<file path="config.mk">
export PLATFORM = sky130hd
export DESIGN_NAME = quadratic_probe_hash_table
export DESIGN_NICKNAME = d
export VERILOG_FILES = /design/src/rtl/qpht_pkg.sv /design/src/rtl/qpht_ram.sv /design/src/rtl/qpht_keymod.sv /design/src/rtl/quadratic_probe_hash_table.sv
export VERILOG_INCLUDE_DIRS = /design/src /design/src/rtl
export SDC_FILE = /design/constraint.sdc
export NUM_CORES = 2
export LEC_CHECK = 0
export ABC_AREA = 0
export BUFFER_PORTS_ARGS = -buffer_cell sky130_fd_sc_hd__buf_4
export CORE_ASPECT_RATIO = 1.1
export CORE_MARGIN = 3
export CORE_UTILIZATION = 40
export CTS_CLUSTER_DIAMETER = 80
export DETAILED_ROUTE_END_ITERATION = 12
export PLACE_DENSITY = 0.61
export SLEW_MARGIN = 10
export SYNTH_ARGS = -nofsm -noshare
export SYNTH_HDL_FRONTEND = slang
export SYNTH_HIERARCHICAL = 1
export SYNTH_SLANG_ARGS = --single-unit
</file>
<file path="constraint.sdc">
create_clock -name clock -period 12.2 [get_ports clock]
set_clock_uncertainty 0.05 [all_clocks]
set_input_delay 0.61 -clock clock [delete_from_list [all_inputs] [get_ports clock]]
set_output_delay 0.61 -clock clock [all_outputs]
set_load 0.01 [all_outputs]
</file>
<file path="src/rtl/quadratic_probe_hash_table_macros.svh">
// assertion macros used by the hash table rtl
`ifndef QUADRATIC_PROBE_HASH_TABLE_MACROS_SVH
`define QUADRATIC_PROBE_HASH_TABLE_MACROS_SVH

// same-cycle implication, quiet during reset
`define QPHT_ASSERT_NOW(lbl, clk, rst, ante, cons, msg) \
   lbl: assert property (@(posedge clk) disable iff (rst) (ante) |-> (cons)) \
      else $error(msg);

// next-cycle implication, quiet during reset
`define QPHT_ASSERT_NEXT(lbl, clk, rst, ante, cons, msg) \
   lbl: assert property (@(posedge clk) disable iff (rst) (ante) |=> (cons)) \
      else $error(msg);

`endif

</file>
<file path="src/rtl/qpht_pkg.sv">
`default_nettype none

package qpht_pkg;

   // field widths
   localparam int KEY_W    = 31;
   localparam int SIZE_W   = 7;
   localparam int STATUS_W = 3;
   localparam int SLOT_W   = 6;
   localparam int OP_W     = 2;
   localparam int CNT_W    = 5;

   // table size after reset
   localparam logic [SIZE_W-1:0] SIZE_RESET = 7'd7;

   // register indexes
   localparam logic CSR_TABLE_SIZE = 1'b0;

   // request codes
   localparam logic [OP_W-1:0] OP_INSERT = 2'd0;
   localparam logic [OP_W-1:0] OP_SEARCH = 2'd1;
   localparam logic [OP_W-1:0] OP_ERASE  = 2'd2;
   localparam logic [OP_W-1:0] OP_UNUSED = 2'd3;

   // response codes
   localparam logic [STATUS_W-1:0] ST_INSERTED  = 3'd0;
   localparam logic [STATUS_W-1:0] ST_FOUND     = 3'd1;
   localparam logic [STATUS_W-1:0] ST_NOT_FOUND = 3'd2;
   localparam logic [STATUS_W-1:0] ST_ERASED    = 3'd3;
   localparam logic [STATUS_W-1:0] ST_FULL      = 3'd4;

   // result of the key modulo unit
   typedef struct packed {
      logic              done;
      logic [SIZE_W-1:0] rem;
   } mod_res_type;

endpackage

`default_nettype wire

</file>
<file path="src/rtl/qpht_ram.sv">
`default_nettype none

module qpht_ram #(
   parameter int WIDTH = 32,
   parameter int DEPTH = 64
) (
   input  wire logic                     clock,
   input  wire logic                     wr_en,
   input  wire logic [$clog2(DEPTH)-1:0] wr_addr,
   input  wire logic [WIDTH-1:0]         wr_data,
   input  wire logic [$clog2(DEPTH)-1:0] rd_addr,
   output      logic [WIDTH-1:0]         rd_data
);

   logic [WIDTH-1:0] mem_ff [DEPTH];

   // one write port, one registered read port
   always_ff @(posedge clock) begin
      if (wr_en) begin
         mem_ff[wr_addr] <= wr_data;
      end
      rd_data <= mem_ff[rd_addr];
   end

endmodule

`default_nettype wire

</file>
<file path="src/rtl/qpht_keymod.sv">
`default_nettype none

module qpht_keymod (
   input  wire logic                          clock,
   input  wire logic                          reset,
   input  wire logic                          start,
   input  wire logic [qpht_pkg::KEY_W-1:0]    key,
   input  wire logic [qpht_pkg::SIZE_W-1:0]   size,
   output      qpht_pkg::mod_res_type         res
);

   logic                          busy_ff, busy_in;
   logic                          done_ff, done_in;
   logic [qpht_pkg::CNT_W-1:0]    cnt_ff, cnt_in;
   logic [qpht_pkg::SIZE_W-1:0]   rem_ff, rem_in;
   logic [qpht_pkg::SIZE_W-1:0]   div_ff, div_in;
   logic [qpht_pkg::KEY_W-1:0]    key_sh_ff, key_sh_in;
   logic [qpht_pkg::SIZE_W:0]     rem_w;
   logic [qpht_pkg::SIZE_W:0]     rem_sub;

   // restoring remainder, one key bit per cycle, msb first
   always_comb begin
      rem_w   = {rem_ff, key_sh_ff[qpht_pkg::KEY_W-1]};
      rem_sub = (rem_w >= {1'b0, div_ff}) ? rem_w - {1'b0, div_ff} : rem_w;
   end

   always_comb begin
      busy_in   = busy_ff;
      done_in   = 1'b0;
      cnt_in    = cnt_ff;
      rem_in    = rem_ff;
      div_in    = div_ff;
      key_sh_in = key_sh_ff;
      if (start) begin
         busy_in   = 1'b1;
         cnt_in    = qpht_pkg::CNT_W'(qpht_pkg::KEY_W - 1);
         rem_in    = '0;
         div_in    = size;
         key_sh_in = key;
      end else if (busy_ff) begin
         rem_in    = rem_sub[qpht_pkg::SIZE_W-1:0];
         key_sh_in = {key_sh_ff[qpht_pkg::KEY_W-2:0], 1'b0};
         if (cnt_ff == '0) begin
            busy_in = 1'b0;
            done_in = 1'b1;
         end else begin
            cnt_in = cnt_ff - 1'b1;
         end
      end
   end

   always_ff @(posedge clock) begin
      if (reset) begin
         busy_ff <= 1'b0;
         done_ff <= 1'b0;
      end else begin
         busy_ff <= busy_in;
         done_ff <= done_in;
      end
      cnt_ff    <= cnt_in;
      rem_ff    <= rem_in;
      div_ff    <= div_in;
      key_sh_ff <= key_sh_in;
   end

   assign res.done = done_ff;
   assign res.rem  = rem_ff;

endmodule

`default_nettype wire

</file>
<file path="src/rtl/quadratic_probe_hash_table.sv">
// sequence: key modulo and home slot read, then one further probed slot per cycle
//   (at most table size - 1), then the response once the response register is free
// one transaction at a time: after a request is taken, req_stall stays high until the
//   response is posted
// reset: a clearing pass writes every slot empty, with req_stall held high;
//   table_size returns to 7
`default_nettype none
`include "quadratic_probe_hash_table_macros.svh"

module quadratic_probe_hash_table #(
   parameter int SLOTS = 64
) (
   input  wire logic                             clock,
   input  wire logic                             reset,
   // request channel
   input  wire logic                             req_valid,
   output      logic                             req_stall,
   input  wire logic [qpht_pkg::OP_W-1:0]        req_type,
   input  wire logic [qpht_pkg::KEY_W-1:0]       req_key,
   // response channel
   output      logic                             rsp_valid,
   input  wire logic                             rsp_stall,
   output      logic [qpht_pkg::STATUS_W-1:0]    rsp_status,
   output      logic [qpht_pkg::SLOT_W-1:0]      rsp_slot_index,
   // register port
   input  wire logic                             csr_psel,
   input  wire logic                             csr_penable,
   input  wire logic                             csr_pwrite,
   input  wire logic [2:0]                       csr_paddr,
   input  wire logic [31:0]                      csr_pwdata,
   output      logic [31:0]                      csr_prdata,
   output      logic                             csr_pready
);

   localparam int IDX_W = $clog2(SLOTS);
   localparam int ENT_W = qpht_pkg::KEY_W + 1;
   localparam int SW    = qpht_pkg::SIZE_W;

   // controller states
   localparam logic [2:0] S_CLEAR = 3'd0;
   localparam logic [2:0] S_IDLE  = 3'd1;
   localparam logic [2:0] S_DIV   = 3'd2;
   localparam logic [2:0] S_PROBE = 3'd3;
   localparam logic [2:0] S_DONE  = 3'd4;

   logic [2:0]                          state_ff, state_in;
   logic [SW-1:0]                       size_reg_ff, size_reg_in;
   logic [SW-1:0]                       size_ff, size_in;
   logic [SW-1:0]                       size_eff;
   logic [qpht_pkg::OP_W-1:0]           op_ff, op_in;
   logic [qpht_pkg::KEY_W-1:0]          key_ff, key_in;
   logic [SW-1:0]                       probe_ff, probe_in;
   logic [SW-1:0]                       home_ff, home_in;
   logic [SW-1:0]                       sq_ff, sq_in;
   logic [SW-1:0]                       odd_ff, odd_in;
   logic [SW-1:0]                       step_ff, step_in;
   logic [qpht_pkg::STATUS_W-1:0]       status_ff, status_in;
   logic [SW-1:0]                       slot_ff, slot_in;
   logic [IDX_W-1:0]                    clr_ff, clr_in;
   logic                                rsp_valid_ff, rsp_valid_in;
   logic [qpht_pkg::STATUS_W-1:0]       rsp_status_ff, rsp_status_in;
   logic [qpht_pkg::SLOT_W-1:0]         rsp_slot_ff, rsp_slot_in;

   logic                                csr_wr;
   logic                                req_accept;
   logic                                out_free;
   logic                                mod_start;
   qpht_pkg::mod_res_type               mod_res;

   logic                                ram_we;
   logic [IDX_W-1:0]                    ram_waddr;
   logic [ENT_W-1:0]                    ram_wdata;
   logic [ENT_W-1:0]                    ram_rdata;
   logic                                rd_valid;
   logic [qpht_pkg::KEY_W-1:0]          rd_key;

   logic                                at_home, wrapped, is_ins, hit, last, fail;
   logic [SW:0]                         size8, psum, qsum, osum;
   logic [SW-1:0]                       probe_adv, sq_adv, odd_adv;

   // register port
   assign csr_pready = 1'b1;
   assign csr_wr     = csr_psel && csr_penable && csr_pwrite && csr_pready
                       && (csr_paddr[2] == qpht_pkg::CSR_TABLE_SIZE);
   assign csr_prdata = (csr_paddr[2] == qpht_pkg::CSR_TABLE_SIZE) ? 32'(size_reg_ff) : '0;
   assign size_reg_in = csr_wr ? csr_pwdata[SW-1:0] : size_reg_ff;

   // effective size, clamped to one and to the slot count
   always_comb begin
      size_eff = size_reg_ff;
      if (size_reg_ff == '0) begin
         size_eff = SW'(1);
      end else if (32'(size_reg_ff) > SLOTS) begin
         size_eff = SW'(SLOTS);
      end
   end

   // handshakes
   assign req_stall  = (state_ff != S_IDLE);
   assign req_accept = req_valid && !req_stall;
   assign out_free   = !rsp_valid_ff || !rsp_stall;
   assign mod_start  = req_accept && (req_type != qpht_pkg::OP_UNUSED);

   qpht_keymod u_keymod (
      .clock (clock),
      .reset (reset),
      .start (mod_start),
      .key   (req_key),
      .size  (size_eff),
      .res   (mod_res)
   );

   // slot memory: valid bit above the key
   qpht_ram #(
      .WIDTH (ENT_W),
      .DEPTH (SLOTS)
   ) u_slots (
      .clock   (clock),
      .wr_en   (ram_we),
      .wr_addr (ram_waddr),
      .wr_data (ram_wdata),
      .rd_addr (IDX_W'(probe_in)),
      .rd_data (ram_rdata)
   );

   assign rd_valid = ram_rdata[qpht_pkg::KEY_W];
   assign rd_key   = ram_rdata[qpht_pkg::KEY_W-1:0];

   // probe evaluation on the entry read last cycle
   always_comb begin
      at_home = (step_ff == '0);
      wrapped = !at_home && (probe_ff == home_ff);
      is_ins  = (op_ff == qpht_pkg::OP_INSERT);
      if (is_ins) begin
         hit = !wrapped && !rd_valid;
      end else begin
         hit = !wrapped && rd_valid && (rd_key == key_ff);
      end
      size8 = {1'b0, size_ff};
      last  = ({1'b0, step_ff} + 1'b1) >= size8;
      fail  = !hit && (wrapped || last || (at_home && !is_ins && !rd_valid));
   end

   // next probe and next quadratic terms, each one compare and subtract
   always_comb begin
      psum      = {1'b0, probe_ff} + {1'b0, sq_ff};
      qsum      = {1'b0, sq_ff} + {1'b0, odd_ff};
      osum      = {1'b0, odd_ff} + (SW+1)'(2);
      probe_adv = (psum >= size8) ? SW'(psum - size8) : SW'(psum);
      sq_adv    = (qsum >= size8) ? SW'(qsum - size8) : SW'(qsum);
      odd_adv   = (osum >= size8) ? SW'(osum - size8) : SW'(osum);
   end

   // controller
   always_comb begin
      state_in  = state_ff;
      size_in   = size_ff;
      op_in     = op_ff;
      key_in    = key_ff;
      probe_in  = probe_ff;
      home_in   = home_ff;
      sq_in     = sq_ff;
      odd_in    = odd_ff;
      step_in   = step_ff;
      status_in = status_ff;
      slot_in   = slot_ff;
      clr_in    = clr_ff;
      ram_we    = 1'b0;
      ram_waddr = IDX_W'(probe_ff);
      ram_wdata = {1'b1, key_ff};

      rsp_valid_in  = rsp_valid_ff && rsp_stall;
      rsp_status_in = rsp_status_ff;
      rsp_slot_in   = rsp_slot_ff;

      case (state_ff)
         S_CLEAR: begin
            ram_we    = 1'b1;
            ram_waddr = clr_ff;
            ram_wdata = '0;
            clr_in    = clr_ff + 1'b1;
            if (clr_ff == IDX_W'(SLOTS - 1)) begin
               state_in = S_IDLE;
            end
         end
         S_IDLE: begin
            if (req_accept) begin
               op_in   = req_type;
               key_in  = req_key;
               size_in = size_eff;
               // first quadratic term 1 and first odd increment 3, modulo the size
               sq_in   = (size_eff == SW'(1)) ? '0 : SW'(1);
               case (size_eff)
                  SW'(1):  odd_in = '0;
                  SW'(2):  odd_in = SW'(1);
                  SW'(3):  odd_in = '0;
                  default: odd_in = SW'(3);
               endcase
               if (req_type == qpht_pkg::OP_UNUSED) begin
                  status_in = qpht_pkg::ST_NOT_FOUND;
                  slot_in   = '0;
                  state_in  = S_DONE;
               end else begin
                  state_in = S_DIV;
               end
            end
         end
         S_DIV: begin
            if (mod_res.done) begin
               probe_in = mod_res.rem;
               home_in  = mod_res.rem;
               step_in  = '0;
               state_in = S_PROBE;
            end
         end
         S_PROBE: begin
            if (hit) begin
               slot_in  = probe_ff;
               state_in = S_DONE;
               case (op_ff)
                  qpht_pkg::OP_INSERT: begin
                     status_in = qpht_pkg::ST_INSERTED;
                     ram_we    = 1'b1;
                  end
                  qpht_pkg::OP_ERASE: begin
                     status_in = qpht_pkg::ST_ERASED;
                     ram_we    = 1'b1;
                     ram_wdata = {1'b0, rd_key};
                  end
                  default: begin
                     status_in = qpht_pkg::ST_FOUND;
                  end
               endcase
            end else if (fail) begin
               slot_in   = '0;
               status_in = is_ins ? qpht_pkg::ST_FULL : qpht_pkg::ST_NOT_FOUND;
               state_in  = S_DONE;
            end else begin
               probe_in = probe_adv;
               sq_in    = sq_adv;
               odd_in   = odd_adv;
               step_in  = step_ff + 1'b1;
            end
         end
         S_DONE: begin
            if (out_free) begin
               rsp_valid_in  = 1'b1;
               rsp_status_in = status_ff;
               rsp_slot_in   = slot_ff[qpht_pkg::SLOT_W-1:0];
               state_in      = S_IDLE;
            end
         end
         default: begin
            state_in = S_IDLE;
         end
      endcase
   end

   always_ff @(posedge clock) begin
      if (reset) begin
         state_ff     <= S_CLEAR;
         clr_ff       <= '0;
         size_reg_ff  <= qpht_pkg::SIZE_RESET;
         rsp_valid_ff <= 1'b0;
      end else begin
         state_ff     <= state_in;
         clr_ff       <= clr_in;
         size_reg_ff  <= size_reg_in;
         rsp_valid_ff <= rsp_valid_in;
      end
      size_ff       <= size_in;
      op_ff         <= op_in;
      key_ff        <= key_in;
      probe_ff      <= probe_in;
      home_ff       <= home_in;
      sq_ff         <= sq_in;
      odd_ff        <= odd_in;
      step_ff       <= step_in;
      status_ff     <= status_in;
      slot_ff       <= slot_in;
      rsp_status_ff <= rsp_status_in;
      rsp_slot_ff   <= rsp_slot_in;
   end

   assign rsp_valid      = rsp_valid_ff;
   assign rsp_status     = rsp_status_ff;
   assign rsp_slot_index = rsp_slot_ff;

   // checks
   `QPHT_ASSERT_NOW(a_probe_in_range, clock, reset, state_ff == S_PROBE,
      (probe_ff < size_ff) && (sq_ff < size_ff) && (odd_ff < size_ff),
      "probe or quadratic term outside the table")
   `QPHT_ASSERT_NOW(a_write_when_owned, clock, reset, ram_we,
      (state_ff == S_CLEAR) || (state_ff == S_PROBE),
      "slot memory written outside clear or probe")
   `QPHT_ASSERT_NOW(a_miss_slot_zero, clock, reset,
      rsp_valid && ((rsp_status == qpht_pkg::ST_NOT_FOUND) ||
                    (rsp_status == qpht_pkg::ST_FULL)),
      rsp_slot_index == '0, "miss response carries a slot")
   `QPHT_ASSERT_NEXT(a_done_to_probe, clock, reset,
      (state_ff == S_DIV) && mod_res.done, state_ff == S_PROBE,
      "home slot not probed after modulo")

endmodule

`default_nettype wire

</file>
==> summary.md <==
| Metric | Value |
|---|---|
| Clk root buf | clkbuf_16 |
| Final hold violations | 0 |
| Top Metal Used | met4 |
| Post-placement setup slack | 4.977 ns |
| Mux contribution to synthesized area | 15.73% |
| All-Layer GR Usage | 19.51% |
| Starting DRT DRC Count | 5004 |
| FFs w/ async S/R, synth | 0% |
| Multi-input gate area | 20890 um2 |
| Outcome | completed |
| Grt total ovfl | 0 |
| Max-cap viol count | 0 |
| Die W | 453.3 um |
| Gp weighted congestion | 0.8362 |
| Vias | 42870 |
| Worst-path clk slew | 0.07 ns |
| CTS buffer count | 204 |
| Buffers added on ports | 65 |
| Worst R2R End | u_slots/rd_data[23] |
| Relative slew slack | 14.57% |
| Fmax | 137.9 MHz |
| Critical-path top delay cell | o22ai_1 |
| Worst Hold Depth | 3 |
| Post-Route WL | 221100 um |
| Reg2reg path depth | 18 |
| Router iterations before antenna repair | 6 |
| Maximum VDD drop | 144.5 uV |
| Most common library cells after synthesis | edfxtp_1 (2173), mux4_2 (544), nor2_1 (187) |
| Buf+Inv Stages, Crit Path | 3 |
| Postcts setup bufs | 0 |
| Critical Path Start Type | register |
| Synth Area in Adders | 0.9183% |
| # DRC | 0 |
| Clock Tree Buf Depth | 3 |
| Leak | 0.03118 uW |
| Site Rows | 179 |
| Final setup violation count | 0 |
| Final instance area | 99880 um2 |
| Largest delay share family, worst path | compound AO/OA/AOI/OAI gates |
| RSZ-0062 raised after global routing | no |
| Worst setup margin | 4.946 ns |
| Synth cell types | 87 |
| Critical-path cell list | inv_1 > fa_1 > nor2b_1 > o31a_1 > o22ai_1 > xnor2_1 > ha_1 > a211oi_1 > o21ai_0 > nor3b_4 > mux2i_1 > a221o_4 > buf_12 > buf_4 > mux4_2 > mux4_2 > o22ai_1 > nor2_1 |
| P&R area growth vs syn | 13.47% |
| Synth area leader | edfxtp_1 |
| Initial Util | 40.47% |
| Synth warnings | 6 |
| Mean post-synth cell area | 21.11 um2 |
| Initial antenna violation count | 3 |
| Vias/cell | 5.731 |
| Filler cell count | 17900 |
| Most used standard cell by instance count after synthesis | edfxtp_1 |
| Seq cells post-synth | 2242 |
| Req. time, crit path | 12.83 ns |
| Final Cycle Share | 59.46% |
| Sequential Area | 66630 um2 |
| Slew Limit Fails | 0 |
| Met2 wire length | 107000 um |
| FF-to-FF Start | probe_ff[1] |
| Mapped Cells | 4170 |
| First-pass GRT wire length | 317200 um |
| Final nets | 4556 |
| Die height | 498.0 um |
| Main synth FF type | edfxtp_1 |
| Worst Tran Pin Value | 1.279 ns |
| H-Tree Level Count | 4 |
| Worst Hold Path EP | state_ff[0] |
| Compound-cell area share of the yosys netlist | 2.503% |
| Worst Hold Class | primary input to register |
| Post-synth top area share | 74.13% |
| Top cells by area, synth | edfxtp_1 (74%), mux4_2 (14%), dfxtp_1 (1.6%), mux2i_1 (1.4%), nor2_1 (0.80%) |
| Worst setup EP type | register |
| Largest net degree at the start of global routing | 106 |
| XOR/XNOR Fraction of Synth Area | 0.7463% |
| CTS sink count | 2242 |
| Launch point of the worst hold path | req_valid |
| PD cells | 149.3 nW/um2 |
| Main combinational cell family by area after synthesis | multiplexers |
| Met1 WL | 91050 um |
| Worst EP arrival | 7.89 ns |
| Crit-path max cell delay | 0.80 ns |
| Final critical-path required period | 7.254 ns |
| Share of cells above drive strength 1 | 26.11% |
| Sequential share of the synthesized area | 75.70% |
| Wire per inst | 29.55 um |
| Hold Slack | 0.1621 ns |
| Number of synthesized flops with an enable pin | 2173 |
| Simple-Gate Fraction of Synth Area | 2.799% |
| Worst-skew pair later-pin latency | 0.84 ns |
| CTS tree | built |
| Num ports | 119 |
| Core area | 217500 um2 |
| R2r setup slk | 4.95 ns |
| Setup Crit Path Kind | register to register |
| Antenna viol nets, final | 0 |
| Number of global-route vias before repair | 43650 |
| Post-Syn Area | 88020 um2 |
| Die Footprint | 225700 um2 |
| Setup TNS Final | 0 ns |
| Placed Area | 92960 um2 |
| Worst Path Max Fanout | 63 |
| HPWL after detailed placement | 120400 um |
| WL met3 | 16190 um |
how the worst max path moves through the flow:
stage | cells after the start | startpoint | to | slack [ns]
after global placement | 18 | probe_ff[1] | u_slots/rd_data[1] | 5.00
after global routing | 18 | probe_ff[1] | u_slots/rd_data[23] | 4.59
final | 18 | probe_ff[1] | u_slots/rd_data[23] | 4.95
after floorplan | 20 | probe_ff[0] | u_slots/rd_data[10] | 7.35
after CTS | 18 | probe_ff[1] | u_slots/rd_data[1] | 4.97
after detailed placement | 18 | probe_ff[1] | u_slots/rd_data[1] | 4.98
worst min-delay path: stages:
cell and delay (ns):
buf_4 0.10, o21ai_0 0.07, o221a_2 0.24
layer usage:
layer | vias up | track usage, %
li1 | 17800 | -
met1 | 23080 | 27.46
met2 | 1670 | 31.55
met3 | 317 | 3.042
met4 | 0 | 5.774
met5 | - | 0
registers in the layout, summed over array words and instances, names as in the netlist, 31 cells and up:
register	cells
u_keymod/key_sh_ff	31
key_ff	31
u_slots/rd_data	32
u_slots/mem_ff	2048
power breakdown:
part | total, uW | internal, uW | switching (uW)
logic | 240 | 93.0 | 147
registers | 8410 | 8380 | 28.1
clock network | 6260 | 3510 | 2750
per-stage QoR:
step / utilization, % / power, uW / cells
6_report: 45.93 / 14910 / 7481
5_1_grt: 45.92 / 15330 / 7478
4_1_cts: 45.92 / 15030 / 7477
3_5_place_dp: 42.74 / 8796 / 7065
3_3_place_gp: 42.74 / 8791 / 7065
2_1_floorplan: - / 8698 / 4194
final cells by class:
type / instances / area share [%]
clock inverter: 113 / 1.097
inverter: 42 / 0.1578
sequential: 2242 / 66.72
multi-input combinational: 1675 / 20.91
clock buffer: 254 / 5.372
tap: 2896 / 3.628
antenna: 4 / 0.01002
timing repair buffer: 255 / 2.105
cell families after synthesis:
kind of cell | after synthesis
AOI/OAI and AO/OA | 330
xor gates and xnor gates | 75
adders and majority gates | 61
buffers and inverters | 277
DFF | 2242
muxes | 699
other | 2
and+or+nand+nor | 484
layout by cell type, fill, tap and decap left out, drive strengths merged, types with 12 or more instances in the layout:
cell type    instances
clkinv              83
buf                210
nand2b              12
a211oi              12
conb                26
dlygate4sd3         45
clkbuf             254
ha                  55
nor2               187
mux2i              119
xnor2               51
and2                15
mux4               544
xor2                24
a22oi               12
nand4               14
nand3               28
edfxtp            2173
nor3                22
o221ai              27
inv                 51
o22ai               87
and3                17
o21ai               28
nor2b               71
bufinv              19
a21oi               87
dfxtp               69
mux2                36
nand2               56
repair_timing:
item	4_1_cts	5_1_grt
resized for setup	0	0
hold buffers	45	0
endpoints found under the hold margin	58	0
Power figures use the tool's default switching activity.
